`config.mk`:
```
export PLATFORM = sky130hd
export DESIGN_NAME = glb_out_fifo
export DESIGN_NICKNAME = d
export VERILOG_FILES = /design/src/greedy_line_breaker_assert.svh /design/src/glb_pkg.sv /design/src/glb_out_fifo.sv
export SDC_FILE = /design/constraint.sdc
export NUM_CORES = 1
export LEC_CHECK = 0
export BUFFER_PORTS_ARGS = -buffer_cell sky130_fd_sc_hd__buf_2
export CORE_UTILIZATION = 25
export CTS_BUF_LIST = sky130_fd_sc_hd__clkbuf_4 sky130_fd_sc_hd__clkbuf_8
export DETAILED_ROUTE_END_ITERATION = 16
export PLACE_DENSITY = 0.45
export SETUP_SLACK_MARGIN = 0.05
export SLEW_MARGIN = 20
export SYNTH_ARGS = -nofsm -noshare
export SYNTH_HDL_FRONTEND = slang
export SYNTH_SLANG_ARGS = --single-unit
export TNS_END_PERCENT = 100
```
`constraint.sdc`:
```
create_clock -name i_clk -period 5.6 [get_ports i_clk]
set_input_delay 0.28 -clock i_clk [delete_from_list [all_inputs] [get_ports i_clk]]
set_output_delay 0.28 -clock i_clk [all_outputs]
set_load 0.02 [all_outputs]
```
`src/greedy_line_breaker_assert.svh`:
```
// Assertion macros shared by the line breaker RTL.
`ifndef GREEDY_LINE_BREAKER_ASSERT_SVH
`define GREEDY_LINE_BREAKER_ASSERT_SVH

// Same-cycle implication, sampled on i_clk, off during reset.
`define GLB_ASSERT_IMP(lbl, ante, cons, msg) \
    lbl: assert property (@(posedge i_clk) disable iff (!i_rst_n) (ante) |-> (cons)) \
        else $error(msg);

// Next-cycle implication, sampled on i_clk, off during reset.
`define GLB_ASSERT_NXT(lbl, ante, cons, msg) \
    lbl: assert property (@(posedge i_clk) disable iff (!i_rst_n) (ante) |=> (cons)) \
        else $error(msg);

`endif

```
`src/glb_pkg.sv`:
```
// Package of the line breaker: payload types, character codes and sizes.
package glb_pkg;
    localparam int MAX_LINES_DEF     = 256;
    localparam int PENDING_DEPTH_DEF = 256;
    localparam int OUT_DEPTH         = 4;
    localparam int MAX_RESULTS       = 4;
    localparam int ENTRY_W           = 24;

    localparam logic [7:0] CH_NEWLINE = 8'd10;
    localparam logic [7:0] CH_SPACE   = 8'd32;
    localparam logic [7:0] CH_TAB     = 8'd9;
    localparam logic [7:0] CH_HYPHEN  = 8'd45;

    localparam logic REG_WRAP_WIDTH  = 1'b0;
    localparam logic REG_LINE_HEIGHT = 1'b1;

    localparam logic KIND_LINE    = 1'b0;
    localparam logic KIND_SUMMARY = 1'b1;

    typedef struct packed {
        logic [7:0]  char_code;
        logic [15:0] char_width;
        logic        end_of_text;
    } t_in;

    typedef struct packed {
        logic        record_kind;
        logic [15:0] line_begin;
        logic [15:0] line_len;
        logic [31:0] line_px;
        logic [8:0]  lines_so_far;
        logic [31:0] widest_px;
        logic [31:0] total_px;
        logic        final_flag;
        logic        overflow_flag;
    } t_out;
endpackage

```
`src/glb_out_fifo.sv`:
```
// Small result queue between the line engine and the output channel.
module glb_out_fifo (
    input  logic          i_clk,
    input  logic          i_rst_n,
    input  logic          i_push,
    input  glb_pkg::t_out i_data,
    output logic          o_full,
    output logic          o_valid,
    input  logic          i_ready,
    output glb_pkg::t_out o_data
);
    import glb_pkg::*;

    localparam int PW = $clog2(OUT_DEPTH);

    t_out            r_q [OUT_DEPTH];
    logic [PW-1:0]   r_wp, r_rp;
    logic [PW:0]     r_cnt;
    logic            pop;

    assign o_full  = (r_cnt == (PW+1)'(OUT_DEPTH));
    assign o_valid = (r_cnt != '0);
    assign o_data  = r_q[r_rp];
    assign pop     = o_valid && i_ready;

    always_ff @(posedge i_clk) begin
        if (!i_rst_n) begin
            r_wp  <= '0;
            r_rp  <= '0;
            r_cnt <= '0;
        end else begin
            if (i_push) begin
                r_wp <= r_wp + 1'b1;
            end
            if (pop) begin
                r_rp <= r_rp + 1'b1;
            end
            r_cnt <= r_cnt + (PW+1)'(i_push) - (PW+1)'(pop);
        end
    end

    always_ff @(posedge i_clk) begin
        if (i_push) begin
            r_q[r_wp] <= i_data;
        end
    end
endmodule

```
; Word level (Yosys, flattened, before mapping)
; Memories as Yosys holds them, arrays and structs flattened. A register that Yosys moved wholly into a read port is not among the register bits.
; Index checks and enable logic that the tools add are counted.
[op_classes]
n_reduce_logical = 2
bitwise_logic = 0
order_cmp = 0
shifts = 0
n_addsub = 4
n_mux = 4
multipliers = 0
div_mod_pow = 0
eq_ne = 1
[op_table]
columns = op, n
row1 = "2-bit by 1-bit adder with 2-bit output, second input constant", 2
row2 = 2-bit two-way mux, 2
row3 = 3-bit by 1-bit adder with 3-bit output, 1
row4 = "3-bit == test, second input constant", 1
row5 = 3-bit nonzero test, 1
row6 = 3-bit by 1-bit subtractor with 3-bit output, 1
row7 = 1-bit two-way mux, 2
row8 = 1-bit logical AND, 1
[word_totals]
n_memories = 1
regBits = 7
mem_bits_ro = 0
mem_bits_rw = 560
latchBits = 0
elab_cells = 15
[mem_list]
columns = name, depth, word_bits, rd, rd_ports_with_merged_regs, wr, line
row1 = r_q, 4, 140, 1, 1, 1, glb_out_fifo.sv:16  ; t_out r_q [OUT_DEPTH];

; Longest topological paths before layout
[depth]
depth_word = 4
depth_mapped = 7

; Least setup slack after synthesis
; OpenSTA, ideal clock, no wires.
[synth_path]
path_kind = register to register
startpoint = reg r_wp[0]
endpoint = mem r_q[0][0] in the netlist's numbering, enable pin
setup_time_ns = 0.516
n_path_buf = 0
slack_ns = 1.337
stages_incl_launch_ff = 4
arrival_ns = 3.747
path_cell_list = dfxtp_1 -> inv_1 -> ha_1 -> and2_1
[synth_lines]
columns = item, line
row1 = start: declaration, glb_out_fifo.sv:17  ; logic [PW-1:0] r_wp, r_rp;
row2 = start signal: assignment, glb_out_fifo.sv:33  ; r_wp <= r_wp + 1'b1;
row3 = end: declaration, glb_out_fifo.sv:16
; No word-level cell before the write port.

==> metrics.txt <==
Mapped Cells=777; clock buffer depth=3; vias=9,939; RSZ-0062 raised after global routing=false; worst endpoint required time=5320 ps; mux cell area share after synthesis=0.154; drt via density=4.10; # DRC=0; I/O Pins=286; min Tclk post-route=3250 ps; cell area after synthesis=20,700 um^2; setup bufs post-CTS=0; leading cell type in the layout, fill and taps excluded=edfxtp_1; H-tree lvl count=3; Synth Area in Simple Gates=0.00430; Hold Path End=r_q[2][62]; Synth Register Bits=569; Ys Warns=0; worst vdd ir=195 uV; DRT antenna net count=0; WP data arrival=2970 ps; setup TNS=0 ps; CP Capture Type=output pin; Buffers on Ports=285; crit share post-route=0.581; part of the Yosys area used for sequential elements=0.822; Critical Path Max Stage Delay=910 ps; final WL=46.1 mm; clock sinks=569; # rows=105; P&R area growth vs syn=29.3%; total of max-cap violations=0; Synth cell types=22; Design Power=10.8 mW; largest net degree at the start of global routing=85; DR iter-0 viols=409; Worst R2R End=r_q[2][126]; CTS Root Cell=clkbuf_8; layout cell share with drive strength beyond 1=0.441; Lkg Pwr=8.94 nW; reg2reg setup slack=3240 ps; clk_skew=15.5 ps; largest family of logic cells by synthesized area=multiplexers; cts repair resizes=0; final hold viol count=0; FILL cells=7,955; worst reg2reg path depth=4; initial core utilization=0.252; CTS tree=yes; achievable clock frequency=307 MHz; Synth Area in Compound Gates=0.000847; WP buf/inv=2; syn avg cell area=26.6 um^2; commonest cells after routing, fill and taps aside=560 x edfxtp_1, 285 x buf_2, 144 x dlygate4sd3_1, 140 x mux4_2, 102 x clkbuf_8; critical-path maximum fanout=48; final layout net count=1,439; total gr overflow=0; worst skew pair latency=690 ps; chip width=290 um; cell family with most CP delay=flip-flops; first-pass GRT wire length=67.3 mm; drt first pass iters=6; Hold Path Stages=2; pwr dens=404 nW/um^2; Worst path slowest cell=dfxtp_4; syn_nets=928; reg2reg start=r_wp[0]; initial antenna violation count=3; HP Class=primary input to register; CP Launch Type=register; Relative slew margins=0.367; die height=290 um; gp weighted congestion=0.668; vias in the first global route=11.0k; drt wl/cell=19.0 um; CTS clk-pin slew, worst paths=60 ps; xor/xnor share of the synthesized area=0.00151; min-delay src=i_data[62]; Placeable Area=82,000 um^2; Num CTS Buffers=99; adder-cell share of the synthesized area=0.00460; # diodes=0; WS Path Type=register to output pin; Tot GR Track Use=0.109; dpl hpwl=25.7 mm; critical-path cell list=buf_4, mux4_2, buf_2; worst slew pin tran=949 ps; Slew Viols, Final=0; Total Die Area=83,900 um^2; Final setup viols=0; status=finished, final reports clean
-- cell type report --
cell class / instances / area (um^2) / share of cell area
Multi-Input combinational cell: 170 / 3440 / 0.128
Timing Repair Buffer: 442 / 3040 / 0.114
Clock buffer: 138 / 1670 / 0.0626
Sequential cell: 569 / 17000 / 0.636
Tap cell: 1070 / 1340 / 0.0501
Inverter: 6 / 22.5 / 0.000842
Clock inverter: 31 / 226 / 0.00847
-- synthesized netlist by cell type --
cell type	n	area, um^2
buf_4	2	15.0
o311ai_0	1	8.76
xnor3_1	1	22.5
and3_1	1	6.26
nor2b_1	1	6.26
and2_1	8	50.1
ha_1	6	75.1
xor2_1	1	8.76
mux4_2	140	3150
fa_1	1	20.0
mux2i_1	4	40.0
o31a_1	1	8.76
or3_1	1	6.26
edfxtp_1	560	16800
buf_2	15	75.1
buf_6	11	124
dfxtp_1	9	180
clkbuf_2	1	5.00
clkbuf_1	3	11.3
nand2_1	2	7.51
inv_1	6	22.5
nand2b_1	2	12.5
-- state kept, by name, summed over array words and instances (netlist names), named ones only --
name and count:
r_cnt 3, r_rp 2, r_q 560, r_wp 2
-- metal layers --
layer | share of wire | GRT usage
met1 | 0.42 | 0.134
met2 | 0.48 | 0.177
met3 | 0.069 | 0.0348
met4 | 0.026 | 0.0458
met5 | 0.00080 | 0
-- logic make-up after synthesis --
logic type | Yosys count
XOR/XNOR | 2
AO/OA/AOI/OAI | 2
buffers and inverters | 38
flip-flops | 569
adder cells (fa/ha/maj) | 7
AND/OR/NAND/NOR | 15
multiplexers | 144
-- power breakdown --
part | switching [mW] | internal (mW)
Combinational | 1.20 | 0.932
Sequential | 0.100 | 4.91
Clock | 1.64 | 2.02
Total | 2.94 | 7.86
-- through the flow --
stage / hold slack (ps) / util / setup WS, ps / area, um^2 / cells
detailed placement: 469 / 0.285 / 2960 / 23400 / 2113
global placement: 446 / 0.285 / 2990 / 23400 / 2113
CTS: 239 / 0.326 / 2170 / 26700 / 2426
floorplan: 379 / - / 1340 / 20700 / 777
finish: 347 / 0.326 / 2350 / 26700 / 2426
global route: 282 / 0.326 / 2150 / 26700 / 2426
-- what timing repair did --
action                     4_1_cts  5_1_grt
hold buffers                   144        0
setup endpoints to repair        0        0
hold endpoints to repair       569        0
-- how the worst max path moves through the flow --
stage                            end  slack (ps)  cells past startpoint
after floorplan            r_q[0][0]        1340                      3
after global placement    o_data[36]        2990                      3
after detailed placement  o_data[36]        2960                      3
after CTS                 o_data[36]        2170                      3
after global routing      o_data[36]        2150                      3
final                     o_data[36]        2350                      3
Power figures use the tool's default switching activity.
